## config.mk

```make
export PLATFORM = sky130hd
export DESIGN_NAME = meiyan_string_hash
export DESIGN_NICKNAME = d
export VERILOG_FILES = /design/src/msh_pkg.sv /design/src/meiyan_string_hash.sv /design/src/msh_ctrl.sv /design/src/msh_datapath.sv
export VERILOG_INCLUDE_DIRS = /design/src /design/src/src
export SDC_FILE = /design/constraint.sdc
export NUM_CORES = 1
export LEC_CHECK = 0
export BUFFER_PORTS_ARGS = -buffer_cell sky130_fd_sc_hd__buf_2
export CORE_MARGIN = 4
export CORE_UTILIZATION = 63
export CTS_CLUSTER_DIAMETER = 150
export DETAILED_ROUTE_END_ITERATION = 16
export MAX_ROUTING_LAYER = met4
export PLACE_DENSITY_LB_ADDON = 0.12
export RECOVER_POWER = 50
export SYNTH_ARGS = -nofsm -noshare
export SYNTH_HDL_FRONTEND = slang
export SYNTH_SLANG_ARGS = --single-unit
```

## constraint.sdc

```tcl
create_clock -name clk -period 8.7 [get_ports clk]
set_input_delay 0.435 -clock clk [delete_from_list [all_inputs] [get_ports clk]]
set_output_delay 0.435 -clock clk [all_outputs]
set_load 0.1 [all_outputs]
```

## src/meiyan_string_hash_defines.svh

```systemverilog
// ----------------------------------------------------------------------------
// Assertion macros for the Meiyan string hash block
// Wraps concurrent assertions so that synthesis sees empty text.
// ----------------------------------------------------------------------------
`ifndef MEIYAN_STRING_HASH_DEFINES_SVH
`define MEIYAN_STRING_HASH_DEFINES_SVH

`ifndef SYNTHESIS
// Same-cycle implication, clocked on clk and held off during rst.
`define MSH_ASSERT_IMPLY(label, ante, cons) \
  label: assert property (@(posedge clk) disable iff (rst) (ante) |-> (cons)) \
    else $error("assertion failed: ante implies cons");
// Next-cycle implication, clocked on clk and held off during rst.
`define MSH_ASSERT_NEXT(label, ante, cons) \
  label: assert property (@(posedge clk) disable iff (rst) (ante) |=> (cons)) \
    else $error("assertion failed: ante implies cons next cycle");
`else
`define MSH_ASSERT_IMPLY(label, ante, cons)
`define MSH_ASSERT_NEXT(label, ante, cons)
`endif

`endif

```

## src/msh_pkg.sv

```systemverilog
`timescale 1ns / 1ps
// ----------------------------------------------------------------------------
// msh_pkg
// Shared types and constants of the Meiyan string hash block.
// ----------------------------------------------------------------------------
package msh_pkg;

  // Hash constants.
  localparam logic [31:0] MY_SEED  = 32'h811c_9dc5;
  localparam logic [31:0] MY_PRIME = 32'h000a_d3e7;

  // Shift amounts of the block mix and of the finish.
  localparam int ROT_LEFT   = 5;
  localparam int ROT_RIGHT  = 27;
  localparam int FIN_SHIFT  = 16;

  // Field widths.
  localparam int CHUNK_W = 64;
  localparam int COUNT_W = 4;
  localparam int HASH_W  = 32;

  // Bytes in one full chunk.
  localparam logic [COUNT_W-1:0] FULL_BYTES = 4'd8;

  // Controller states.
  typedef enum logic [1:0] {
    ST_IDLE,
    ST_RUN,
    ST_FIN
  } state_t;

  // Kind of one mix step.
  typedef enum logic [1:0] {
    KIND_BLOCK,
    KIND_HALF,
    KIND_BYTE
  } kind_t;

  // Commands from controller to datapath.
  typedef struct packed {
    logic  load;
    logic  step;
    kind_t kind;
    logic  finish;
  } cmd_t;

  // Status from datapath to controller.
  typedef struct packed {
    logic out_free;
  } status_t;

endpackage

```

## src/meiyan_string_hash.sv

```systemverilog
`timescale 1ns / 1ps
// Each accepted chunk gets all of its mix steps before the next chunk is accepted. A
// chunk that is not last takes one block step; a last chunk takes one block step for
// eight bytes, else one step per 16-bit half plus one for an odd byte (0 to 4 steps),
// then the finish, which waits while the output is stalled. The single constant
// multiplier does one mix step per cycle. Synchronous reset loads the seed and empties the output.
// ----------------------------------------------------------------------------
// meiyan_string_hash
// Meiyan 32-bit hash of a key delivered as little-endian 8-byte chunks.
// ----------------------------------------------------------------------------
`include "meiyan_string_hash_defines.svh"

module meiyan_string_hash
  import msh_pkg::*;
(
  input  logic               clk,
  input  logic               rst,
  input  logic               in_valid,
  output logic               in_stall,
  input  logic [CHUNK_W-1:0] chunk,
  input  logic [COUNT_W-1:0] byte_count,
  input  logic               last,
  output logic               out_valid,
  input  logic               out_stall,
  output logic [HASH_W-1:0]  hash_value
);

  cmd_t    cmd;
  status_t status;

  // Sequencer.
  msh_ctrl u_ctrl (
    .clk        (clk),
    .rst        (rst),
    .in_valid   (in_valid),
    .in_stall   (in_stall),
    .byte_count (byte_count),
    .last       (last),
    .status     (status),
    .cmd        (cmd)
  );

  // Hash datapath.
  msh_datapath u_datapath (
    .clk        (clk),
    .rst        (rst),
    .cmd        (cmd),
    .status     (status),
    .chunk      (chunk),
    .out_valid  (out_valid),
    .out_stall  (out_stall),
    .hash_value (hash_value)
  );

  // A finished hash never overwrites a result that is still waiting.
  `MSH_ASSERT_IMPLY(a_no_overwrite, cmd.finish, !out_valid || !out_stall)
  // A finish always presents a result in the next cycle.
  `MSH_ASSERT_NEXT(a_finish_shows, cmd.finish, out_valid)
  // Once an item is taken, the input holds off while it is worked on.
  `MSH_ASSERT_NEXT(a_busy_after_accept, in_valid && !in_stall, in_stall)

endmodule

```

## src/msh_ctrl.sv

```systemverilog
`timescale 1ns / 1ps
// ----------------------------------------------------------------------------
// msh_ctrl
// Sequencer that walks one chunk through its mix steps and the finish.
// ----------------------------------------------------------------------------
module msh_ctrl
  import msh_pkg::*;
(
  input  logic               clk,
  input  logic               rst,
  input  logic               in_valid,
  output logic               in_stall,
  input  logic [COUNT_W-1:0] byte_count,
  input  logic               last,
  input  status_t            status,
  output cmd_t               cmd
);

  state_t             state;
  state_t             state_next;
  logic [COUNT_W-1:0] rem;
  logic [COUNT_W-1:0] rem_next;
  logic               last_r;
  logic               last_r_next;

  logic               accept;
  logic [COUNT_W-1:0] start_count;
  kind_t              step_kind;
  logic [COUNT_W-1:0] step_dec;
  logic [COUNT_W-1:0] rem_after;

  assign accept = (state == ST_IDLE) && in_valid;

  // Counts above eight act as a full chunk; chunks before the last are always full.
  always_comb begin
    if (!last || byte_count >= FULL_BYTES) begin
      start_count = FULL_BYTES;
    end else begin
      start_count = byte_count;
    end
  end

  // A full block first, then halves, then one trailing byte.
  always_comb begin
    if (rem >= FULL_BYTES) begin
      step_kind = KIND_BLOCK;
      step_dec  = FULL_BYTES;
    end else if (rem >= 4'd2) begin
      step_kind = KIND_HALF;
      step_dec  = 4'd2;
    end else begin
      step_kind = KIND_BYTE;
      step_dec  = 4'd1;
    end
    rem_after = rem - step_dec;
  end

  // Next state and step counter.
  always_comb begin
    state_next  = state;
    rem_next    = rem;
    last_r_next = last_r;
    case (state)
      ST_IDLE: begin
        if (accept) begin
          rem_next    = start_count;
          last_r_next = last;
          if (start_count == '0) begin
            state_next = ST_FIN;
          end else begin
            state_next = ST_RUN;
          end
        end
      end
      ST_RUN: begin
        rem_next = rem_after;
        if (rem_after == '0) begin
          state_next = last_r ? ST_FIN : ST_IDLE;
        end
      end
      ST_FIN: begin
        if (status.out_free) begin
          state_next = ST_IDLE;
        end
      end
      default: begin
        state_next = ST_IDLE;
      end
    endcase
  end

  // Commands and handshake.
  always_comb begin
    cmd.load   = 1'b0;
    cmd.step   = 1'b0;
    cmd.kind   = step_kind;
    cmd.finish = 1'b0;
    in_stall   = (state != ST_IDLE);
    case (state)
      ST_IDLE: begin
        cmd.load = accept;
      end
      ST_RUN: begin
        cmd.step = 1'b1;
      end
      ST_FIN: begin
        cmd.finish = status.out_free;
      end
      default: begin
        cmd.load = 1'b0;
      end
    endcase
  end

  // State registers.
  always_ff @(posedge clk) begin
    if (rst) begin
      state  <= ST_IDLE;
      rem    <= '0;
      last_r <= 1'b0;
    end else begin
      state  <= state_next;
      rem    <= rem_next;
      last_r <= last_r_next;
    end
  end

endmodule

```

## src/msh_datapath.sv

```systemverilog
`timescale 1ns / 1ps
// ----------------------------------------------------------------------------
// msh_datapath
// Running hash, chunk shifter, one constant multiplier and the result register.
// ----------------------------------------------------------------------------
module msh_datapath
  import msh_pkg::*;
(
  input  logic               clk,
  input  logic               rst,
  input  cmd_t               cmd,
  output status_t            status,
  input  logic [CHUNK_W-1:0] chunk,
  output logic               out_valid,
  input  logic               out_stall,
  output logic [HASH_W-1:0]  hash_value
);

  logic [HASH_W-1:0]  h;
  logic [CHUNK_W-1:0] chunk_r;

  logic [HASH_W-1:0]  lo;
  logic [HASH_W-1:0]  hi;
  logic [HASH_W-1:0]  rot;
  logic [HASH_W-1:0]  operand;
  logic [HASH_W-1:0]  mix_in;
  logic [HASH_W-1:0]  mix_out;
  logic [HASH_W-1:0]  fin_value;

  assign status.out_free = !out_valid || !out_stall;

  // Rotate with an arithmetic right part.
  assign lo  = chunk_r[HASH_W-1:0];
  assign hi  = chunk_r[CHUNK_W-1:HASH_W];
  assign rot = (lo << ROT_LEFT) | HASH_W'($signed(lo) >>> ROT_RIGHT);

  // Operand of one step; halves and bytes are sign-extended.
  always_comb begin
    case (cmd.kind)
      KIND_BLOCK: operand = rot ^ hi;
      KIND_HALF:  operand = {{16{chunk_r[15]}}, chunk_r[15:0]};
      KIND_BYTE:  operand = {{24{chunk_r[7]}}, chunk_r[7:0]};
      default:    operand = rot ^ hi;
    endcase
  end

  // One multiply by the constant per step, modulo 2^32.
  assign mix_in    = h ^ operand;
  assign mix_out   = mix_in * MY_PRIME;
  assign fin_value = h ^ HASH_W'($signed(h) >>> FIN_SHIFT);

  // Running hash.
  always_ff @(posedge clk) begin
    if (rst) begin
      h <= MY_SEED;
    end else if (cmd.finish) begin
      h <= MY_SEED;
    end else if (cmd.step) begin
      h <= mix_out;
    end
  end

  // Chunk register; each half step moves the next half down.
  always_ff @(posedge clk) begin
    if (cmd.load) begin
      chunk_r <= chunk;
    end else if (cmd.step && cmd.kind == KIND_HALF) begin
      chunk_r <= chunk_r >> 16;
    end
  end

  // Result register.
  always_ff @(posedge clk) begin
    if (rst) begin
      out_valid <= 1'b0;
    end else if (cmd.finish) begin
      out_valid <= 1'b1;
    end else if (!out_stall) begin
      out_valid <= 1'b0;
    end
  end

  always_ff @(posedge clk) begin
    if (cmd.finish) begin
      hash_value <= fin_value;
    end
  end

endmodule
```

# After elaboration in Yosys (flattened, before gate mapping)

Index checks and enable logic that the tools add are counted.
W data, S select, Z words.

Add/subtract/negate cells: 1
Multiply operators: 1
Magnitude comparators: 3
Eq/ne operators: 8
Muxes and demuxes: 21
Bitwise operators: 4
Reductions and logical operators: 17

Operators by type and width:

| operator                 | count |
|---|---|
| $mux W64                 | 2 |
| $xor A32 B32 Y32         | 3 |
| $pmux W32 S2             | 1 |
| $mul A32 B20 Y32 const B | 1 |
| $or A32 B32 Y32          | 1 |
| $mux W2                  | 8 |
| $mux W4                  | 3 |
| $ge A4 B4 Y1 const B     | 2 |
| $logic_not A4 Y1         | 2 |
| $ne A2 B1 Y1 const B     | 4 |
| $pmux W4 S2              | 1 |
| $pmux W2 S3              | 1 |
| $reduce_bool A2 Y1       | 3 |
| $mux W1                  | 5 |
| $eq A2 B1 Y1 const B     | 2 |
| $eq A2 B2 Y1 const B     | 2 |
| $ge A4 B2 Y1 const B     | 1 |
| $reduce_and A2 Y1        | 2 |
| $sub A4 B4 Y4            | 1 |
| $logic_not A1 Y1         | 3 |
| $reduce_and A3 Y1        | 1 |
| $logic_and A1 B1 Y1      | 2 |
| $logic_not A2 Y1         | 1 |
| $logic_or A1 B1 Y1       | 2 |
| $reduce_or A2 Y1         | 1 |

Register bits after elaboration: 136
Input bits: 73
Output and inout bits: 34
Word-level logic and storage cells: 62

# Longest topological paths before layout

Gate-level depths: netlist of run 1.

Depth after elaboration: 7
Gate-level depth with buffers: 32
Gate-level depth less buffers: 29

# Hierarchy

Synthesis of run 1 repeated with hierarchy kept, for this count alone.

Cells, all modules: 1282
Area total of the unflattened synthesis: 14530.2 µm²

By module, submodules not included:

| module       | instances | cells an instance | area each (µm²) | seq. area each (µm²) |
|---|---|---|---|---|
| msh_datapath | 1         | 1218              | 14042.2         | 3513.4 |
| msh_ctrl     | 1         | 64                | 488.0           | 140.1 |

# Least setup slack after synthesis of run 1

OpenSTA, ideal clock, no wires.

Path kind: reg-to-reg
Start: reg u_ctrl.rem[3]
End: reg u_datapath.h[31]
Library setup time: 0.123 ns
Data arrival time: 7.662 ns
Required time: 8.577 ns
Slack: 0.916 ns
Stages on the path, launching flop included: 29
Path buffers: 4
Period minus slack after synthesis: 7.784 ns
Cells stage by stage: dfxtp_1 buf_2 clkbuf_1 buf_2 a211o_2 clkbuf_1 nand2_1 xnor2_1 inv_1 fa_1 inv_1 fa_1 inv_1 fa_1 inv_1 fa_1 fa_1 fa_1 fa_1 ha_1 a21o_1 a21o_1 or3_1 nor3_1 a21oi_1 a31oi_1 nand3b_1 a21o_1 nand3_1

Word-level cells in the longest chain between the ends: 7
Elaborated cells on any way between the ends: 9
Those cells by class: mul: 1; order compare: 2; eq/ne: 2; mux: 3; bitwise: 1

RTL lines:

| what                                                | RTL line           | source |
|---|---|---|
| start: declaration                                  | msh_ctrl.sv:21     | `logic [COUNT_W-1:0] rem;` |
| start signal: assignment                            | msh_ctrl.sv:123    | `rem <= rem_next;` |
| $ge A4 B2 Y1                                        | msh_ctrl.sv:48     | `end else if (rem >= 4'd2) begin` |
| $mux W2                                             | msh_ctrl.sv:48     |  |
| $mux W2 *                                           | msh_ctrl.sv:45     | `if (rem >= FULL_BYTES) begin` |
| $eq A2 B2 Y1 / $eq A2 B1 Y1 (equally long branches) | msh_datapath.sv:39 | `case (cmd.kind)` |
| $pmux W32 S2 *                                      | msh_datapath.sv:39 |  |
| $xor A32 B32 Y32 *                                  | msh_datapath.sv:48 | `assign mix_in = h ^ operand;` |
| $mul A32 B20 Y32 *                                  | msh_datapath.sv:49 | `assign mix_out = mix_in * MY_PRIME;` |
| end signal: assignment                              | msh_datapath.sv:59 | `h <= mix_out;` |
| end: declaration                                    | msh_datapath.sv:19 | `logic [HASH_W-1:0] h;` |

Every way passes the cells marked *; elsewhere a longest branch is shown, timed or not.
A chain may end at the register's enable or synchronous reset.

# Worst setup path after layout of run 1

Start: reg u_ctrl.rem[2]
End: reg u_datapath.h[23]

Same word-level chain as after synthesis.

==> results of run 1 <==
per-stage QoR:
| stage | utilization (%) | std cells | hold WS [ns] | setup WS (ns) |
|---|---|---|---|---|
| finish | 71.4 | 1889 | 0.261 | 0.736 |
| global route | 71.4 | 1889 | 0.253 | 0.210 |
| floorplan | - | 1448 | 0.437 | 0.916 |
| CTS | 71.6 | 1889 | 0.252 | 0.763 |
| global placement | 69.1 | 1857 | 0.455 | 0.867 |
| detailed placement | 69.1 | 1857 | 0.464 | 0.809 |
cell usage after synthesis, types with 2 or more instances:
cell type,instances,share of area [%]
sky130_fd_sc_hd__nand3b_1,3,0.15
sky130_fd_sc_hd__buf_1,5,0.13
sky130_fd_sc_hd__or3_1,6,0.25
sky130_fd_sc_hd__inv_1,243,6.2
sky130_fd_sc_hd__a21oi_2,3,0.18
sky130_fd_sc_hd__a21oi_1,57,1.9
sky130_fd_sc_hd__a21o_1,23,1.2
sky130_fd_sc_hd__mux2i_1,4,0.27
sky130_fd_sc_hd__buf_2,5,0.17
sky130_fd_sc_hd__o21a_1,2,0.10
sky130_fd_sc_hd__nor2b_1,2,0.085
sky130_fd_sc_hd__o22a_1,2,0.12
sky130_fd_sc_hd__a211o_1,2,0.12
sky130_fd_sc_hd__fa_1,200,27
sky130_fd_sc_hd__xnor2_1,62,3.7
sky130_fd_sc_hd__nand4b_1,2,0.12
sky130_fd_sc_hd__o21ai_0,20,0.68
sky130_fd_sc_hd__nor2_1,53,1.3
sky130_fd_sc_hd__clkbuf_1,30,0.76
sky130_fd_sc_hd__nand2_1,212,5.4
sky130_fd_sc_hd__or4_1,3,0.15
sky130_fd_sc_hd__nand3_1,21,0.71
sky130_fd_sc_hd__a31oi_1,3,0.13
sky130_fd_sc_hd__nand2b_1,5,0.21
sky130_fd_sc_hd__xor2_1,93,5.5
sky130_fd_sc_hd__and3_1,19,0.81
sky130_fd_sc_hd__o211ai_1,8,0.41
sky130_fd_sc_hd__dfxtp_1,40,5.4
sky130_fd_sc_hd__edfxtp_1,95,19
sky130_fd_sc_hd__a211oi_1,13,0.66
sky130_fd_sc_hd__o211a_1,2,0.14
sky130_fd_sc_hd__nand4_1,5,0.21
sky130_fd_sc_hd__xnor2_2,3,0.33
sky130_fd_sc_hd__o31ai_1,3,0.15
sky130_fd_sc_hd__ha_1,154,13
sky130_fd_sc_hd__xor2_2,3,0.33
sky130_fd_sc_hd__o21bai_1,4,0.20
sky130_fd_sc_hd__nor3_1,10,0.34
sky130_fd_sc_hd__o21ai_1,3,0.10
sky130_fd_sc_hd__a2111oi_0,2,0.12
placed cells by master (no fill, tap or decap), types with 6 or more instances in the layout:
| cell type | instances |
|---|---|
| sky130_fd_sc_hd__a211oi_1 | 13 |
| sky130_fd_sc_hd__a21o_1 | 23 |
| sky130_fd_sc_hd__a21oi_1 | 57 |
| sky130_fd_sc_hd__and3_1 | 19 |
| sky130_fd_sc_hd__buf_2 | 73 |
| sky130_fd_sc_hd__buf_4 | 31 |
| sky130_fd_sc_hd__clkbuf_1 | 34 |
| sky130_fd_sc_hd__clkbuf_16 | 17 |
| sky130_fd_sc_hd__dfxtp_1 | 40 |
| sky130_fd_sc_hd__edfxtp_1 | 95 |
| sky130_fd_sc_hd__fa_1 | 200 |
| sky130_fd_sc_hd__ha_1 | 154 |
| sky130_fd_sc_hd__inv_1 | 243 |
| sky130_fd_sc_hd__nand2_1 | 212 |
| sky130_fd_sc_hd__nand3_1 | 21 |
| sky130_fd_sc_hd__nor2_1 | 53 |
| sky130_fd_sc_hd__nor3_1 | 10 |
| sky130_fd_sc_hd__o211ai_1 | 8 |
| sky130_fd_sc_hd__o21ai_0 | 19 |
| sky130_fd_sc_hd__or3_1 | 6 |
| sky130_fd_sc_hd__xnor2_1 | 62 |
| sky130_fd_sc_hd__xor2_1 | 93 |
final timing paths:
| kind | from | endpoint | slack (ns) |
|---|---|---|---|
| setup / recovery | u_ctrl.rem[2] | u_datapath.h[23] | 0.74 |
| hold / removal | last | u_ctrl.last_r | 0.26 |
| setup reg to reg | u_ctrl.rem[2] | u_datapath.h[23] | 0.74 |
| hold reg to reg | u_ctrl.last_r | u_ctrl.last_r | 0.47 |
area by class of cell:
class                           instances  area [um^2]
Sequential cell                       135         3650
Multi-Input combinational cell       1028        10000
Timing Repair Buffer                  138          726
Tap cell                              313          392
Clock buffer                           17          425
Inverter                              243          912
Fill cell                            1763         6550
Clock inverter                         15          155
kinds of logic after synthesis:
family,after synthesis,synth area share [%]
AND/OR/NAND/NOR,348,10.2
flip-flops,135,24.7
buffers and inverters,285,7.37
other,1,0.0254
adder cells (fa/ha/maj),354,40.2
AO/OA/AOI/OAI,157,6.91
multiplexers,5,0.373
XOR/XNOR,163,10.2
registers in the layout, indices dropped and copies added (netlist names):
register and cells:
u_datapath.chunk_r 64, u_datapath.h 32, u_datapath.hash_value 31, u_ctrl.rem 4
u_ctrl.state 2, u_ctrl.last_r 1, u_datapath.out_valid 1
worst max-delay path, cell delays in order (launching register included):
cell and delay [ns]:
sky130_fd_sc_hd__dfxtp_1 0.38, sky130_fd_sc_hd__nor3b_4 0.46, sky130_fd_sc_hd__a211oi_1 0.10, sky130_fd_sc_hd__a21oi_1 0.25, sky130_fd_sc_hd__xor2_1 0.72, sky130_fd_sc_hd__buf_4 0.32
sky130_fd_sc_hd__ha_1 0.26, sky130_fd_sc_hd__a21o_1 0.17, sky130_fd_sc_hd__ha_1 0.32, sky130_fd_sc_hd__fa_1 0.54, sky130_fd_sc_hd__fa_1 0.45, sky130_fd_sc_hd__fa_1 0.61
sky130_fd_sc_hd__fa_1 0.46, sky130_fd_sc_hd__fa_1 0.49, sky130_fd_sc_hd__ha_1 0.41, sky130_fd_sc_hd__nand4_1 0.21, sky130_fd_sc_hd__nor3_2 0.28, sky130_fd_sc_hd__nand4b_1 0.25
sky130_fd_sc_hd__nand3b_1 0.22, sky130_fd_sc_hd__a2111oi_0 0.11, sky130_fd_sc_hd__or3_1 0.41, sky130_fd_sc_hd__o21ai_1 0.17, sky130_fd_sc_hd__xnor2_1 0.14, sky130_fd_sc_hd__o21ai_0 0.09
metal layers:
metal	global-route usage (%)	wire, um	vias up
met5	-	0	-
met4	9.73	1180	0
met3	5.66	2900	77
met2	49.7	18000	419
met1	41.9	15800	5100
li1	-	-	4874
==> implementation parameters, run 1 <==
Parameter                              Value

Clock network
  Worst-Skew Late Latency ... 0.43 ns
  Maximum clock path buffer count ... 2
  Inserted Clock Buffers ... 17
  Clock edge transition at the registers on the reported setup and hold paths ... 0.06 ns
  Post-CTS Resized ... 0
  Hold Buf Count CTS ... 0
  Buffers inserted during post-CTS setup optimization ... 0
  Number of clock sinks ... 135
  H-tree level count ... 4
  CTS tree ... yes
  Cell at the root of the clock tree ... sky130_fd_sc_hd__clkbuf_16

GRT
  GR Util All Layers ... 31.4%
  Total gr overflow ... 0
  Largest net degree at the start of global routing ... 65
  Global-route wire length before repair ... 59.9 mm
  Number of global-route vias before repair ... 11000
  Number of antenna violations at the first check in global routing ... 0

Min path
  Worst min-delay path class ... input pin to flop
  Worst hold stages ... 3

Synthesis
  Async set-or-reset flop fraction in the synthesized netlist ... 0%
  Synth Flop Type ... sky130_fd_sc_hd__edfxtp_1
  Average footprint of a synthesized cell ... 10.2 um^2
  Syn_nets ... 1875
  Flop and latch count out of synthesis ... 135
  Count of distinct cell types in the synthesized netlist ... 63
  Warnings from Yosys ... 0
  Share of the yosys chip area belonging to registers ... 24.7%
  EDFF count, synth ... 95
  Post-Synthesis Cell Area ... 14800 um^2
  Syn Inst Count ... 1448

Floorplanning
  Number of cell rows ... 55
  Effective utilization at floorplan ... 64.6%
  Area inside the core boundary ... 22800 um^2
  Die boundary width ... 161 um
  Total die area ... 25900 um^2
  Die height ... 161 um
  Ports placed on the boundary ... 107

Final layout
  Share of final-layout standard cells stronger than drive strength 1 ... 9.90%
  Final net count ... 1990
  Area Overhead vs Synth ... 10.4%
  Number of diodes ... 0
  Cell area after layout ... 16300 um^2

Detailed routing
  Residual antenna-violating net count after detailed routing ... 0
  Routed wire length ... 37.9 mm
  Ratio of routed vias to standard cells ... 5.54
  Via count of the routed design ... 10500
  Post-detailed-route DRC marker count ... 0
  Avg WL per Cell ... 20.1 um
  Count of TritonRoute iterations in the first routing pass ... 5
  Number of violations reported at the end of detailed-routing iteration 0 ... 826

Critical path
  Startpoint type of the worst setup path ... flop
  Kind of capture point of the worst setup path ... flop
  Largest driver fanout on the critical path ... 9
  CP Class ... flop to flop
  Worst Path Arrival ... 8.26 ns
  Cells on worst reg2reg path ... 23
  Required time of the critical path ... 9.00 ns

STA
  Highest Clock Rate ... 0.126 GHz
  RSZ-0062 raised after global routing ... false
  Slew at the pin with the worst max-slew slack ... 3.18 ns
  Setup skew after layout ... 0.0152 ns
  Max Transition Viols Final ... 87
  Headroom to the max-slew limit ... -112%
  Setup violations, final ... 0
  Aggregate negative setup slack ... 0 ns
  Number of hold-slack violations in the final timing report ... 0
  Period utilisation layout ... 91.5%
  Post-layout minimum cycle time ... 7.96 ns

Place
  IO buf count ... 105
  Half-perimeter wire length after detailed placement ... 31.3 mm
  Cell area after placement ... 15800 um^2
  Routability Congestion ... 0.993

Run status
  Failing checks ... capacitance limit, slew limit
  Outcome ... finished, violations left

Run
  MaxCap Viol Count ... 2
Power of run 1 is not shown: default switching activity piles up to over one toggle a cycle in this logic, so the estimate is an artifact.
==> run 2: changes to the inputs <==
--- a/config.mk
+++ b/config.mk
@@ -8,7 +8,7 @@
 export LEC_CHECK = 0
 export BUFFER_PORTS_ARGS = -buffer_cell sky130_fd_sc_hd__buf_2
 export CORE_MARGIN = 4
-export CORE_UTILIZATION = 63
+export CORE_UTILIZATION = 35
 export CTS_CLUSTER_DIAMETER = 150
 export DETAILED_ROUTE_END_ITERATION = 16
 export MAX_ROUTING_LAYER = met4
==> run 2 against run 1 <==
Net effect: wire length rose by 12%; highest routed layer unchanged; critical endpoint unchanged; first-iteration DRC count shrank 19%; die area rose by 75%; the flow still finishes with violations (capacitance limit, slew limit).
==> implementation parameters, run 2 (same netlist as run 1, synthesis figures left out) <==
Parameter                              Value

STA
  Post-layout minimum cycle time ... 8.10 ns
  Setup violations, final ... 0
  Period utilisation layout ... 93.1%
  Headroom to the max-slew limit ... -116%
  Max Transition Viols Final ... 87
  Aggregate negative setup slack ... 0 ns
  Highest Clock Rate ... 0.123 GHz
  Setup skew after layout ... 0.0153 ns
  RSZ-0062 raised after global routing ... false
  Slew at the pin with the worst max-slew slack ... 3.24 ns
  Number of hold-slack violations in the final timing report ... 0

Floorplanning
  Total die area ... 45500 um^2
  Die height ... 213 um
  Number of cell rows ... 74
  Area inside the core boundary ... 41300 um^2
  Die boundary width ... 213 um
  Ports placed on the boundary ... 107
  Effective utilization at floorplan ... 35.8%

Critical path
  Slowest stage cell, crit path ... sky130_fd_sc_hd__xnor2_1
  Internal reg-to-reg setup slack ... 0.60 ns
  Buf/Inv on CP ... 7
  Highest cell delay on the worst timing path ... 0.89 ns
  Worst Path Arrival ... 8.41 ns
  CP Class ... flop to flop
  Kind of capture point of the worst setup path ... flop
  Required time of the critical path ... 9.01 ns
  Top Family by Delay on Critical Path ... adder cells
  Largest driver fanout on the critical path ... 39
  Startpoint type of the worst setup path ... flop

Clock network
  Inserted Clock Buffers ... 17
  Buffers inserted during post-CTS setup optimization ... 0
  Number of clock sinks ... 135
  Maximum clock path buffer count ... 2
  Cell at the root of the clock tree ... sky130_fd_sc_hd__clkbuf_16
  Worst-Skew Late Latency ... 0.43 ns
  H-tree level count ... 4
  Clock edge transition at the registers on the reported setup and hold paths ... 0.07 ns
  Post-CTS Resized ... 0
  Hold Buf Count CTS ... 0
  CTS tree ... yes

Detailed routing
  Post-detailed-route DRC marker count ... 0
  Number of violations reported at the end of detailed-routing iteration 0 ... 673
  Ratio of routed vias to standard cells ... 4.81
  Routed wire length ... 42.6 mm
  Residual antenna-violating net count after detailed routing ... 0
  Count of TritonRoute iterations in the first routing pass ... 5
  Avg WL per Cell ... 20.2 um
  Via count of the routed design ... 10100

Place
  Half-perimeter wire length after detailed placement ... 35.2 mm
  Routability Congestion ... 0.856
  IO buf count ... 105

Run
  MaxCap Viol Count ... 2

GRT
  Number of global-route vias before repair ... 11000
  Largest net degree at the start of global routing ... 65
  Number of antenna violations at the first check in global routing ... 0
  Total gr overflow ... 0
  GR Util All Layers ... 20.0%
  Global-route wire length before repair ... 65.9 mm

Final layout
  Largest register by flop count ... u_datapath.chunk_r
  Most frequent standard cell in the layout excluding fill and tap cells ... sky130_fd_sc_hd__inv_1
  Top flop regs ... u_datapath.chunk_r (64), u_datapath.h (32), u_datapath.hash_value (31)
  Number of diodes ... 0
  Final net count ... 1990
  Area Overhead vs Synth ... 12.2%
  Commonest cells after routing, fill and taps aside ... 243 x sky130_fd_sc_hd__inv_1, 212 x sky130_fd_sc_hd__nand2_1, 200 x sky130_fd_sc_hd__fa_1
  Number of flip-flops in the largest register ... 64
  Share of final-layout standard cells stronger than drive strength 1 ... 10.0%

Run status
  Outcome ... finished, violations left
  Failing checks ... capacitance limit, slew limit

Min path
  Worst min-delay path class ... input pin to flop
[run 2: path summary, 6_finish.rpt]
path                 startpoint               end  cells past startpoint
setup reg to reg  u_ctrl.rem[3]  u_datapath.h[23]                     26
hold / removal             last     u_ctrl.last_r                      3
setup / recovery  u_ctrl.rem[3]  u_datapath.h[23]                     26
hold reg to reg   u_ctrl.last_r     u_ctrl.last_r                      2
[run 2: worst min-delay path, cell delays in order]
cell	delay, ns
sky130_fd_sc_hd__buf_2	0.10
sky130_fd_sc_hd__nand2_1	0.05
sky130_fd_sc_hd__a21oi_1	0.05
[run 2: area by class of cell]
class | instances | area (um^2)
well taps | 532 | 666
clock buffers | 18 | 429
fillers | 4140 | 24700
flip-flops and latches | 135 | 3650
clock inverters | 14 | 130
inverters | 243 | 912
repair buffers | 138 | 726
multi-input cells | 1028 | 10000
[run 2: routing by layer]
| layer | part of all wire [%] | vias up | wire (um) | GRT usage, % |
|---|---|---|---|---|
| li1 | - | 4866 | - | - |
| met1 | 48 | 5003 | 20400 | 28.7 |
| met2 | 46 | 233 | 19700 | 30.9 |
| met3 | 4.0 | 39 | 1700 | 2.33 |
| met4 | 1.8 | 0 | 750 | 4.04 |
| met5 | 0 | - | 0 | - |
[run 2: through the flow]
| stage | hold WS [ns] | worst slack [ns] | cell area (um^2) | instances | util [%] |
|---|---|---|---|---|---|
| final | 0.263 | 0.599 | 16600 | 2108 | 40.1 |
| after global placement | 0.457 | 0.786 | 16100 | 2076 | 38.9 |
| after CTS | 0.246 | 0.649 | 16600 | 2108 | 40.2 |
| after floorplan | 0.437 | 0.916 | 14800 | 1448 | - |
| after detailed placement | 0.468 | 0.679 | 16100 | 2076 | 38.9 |
| after global routing | 0.262 | 0.167 | 16600 | 2108 | 40.1 |
Power of run 2 is left out for the same reason.
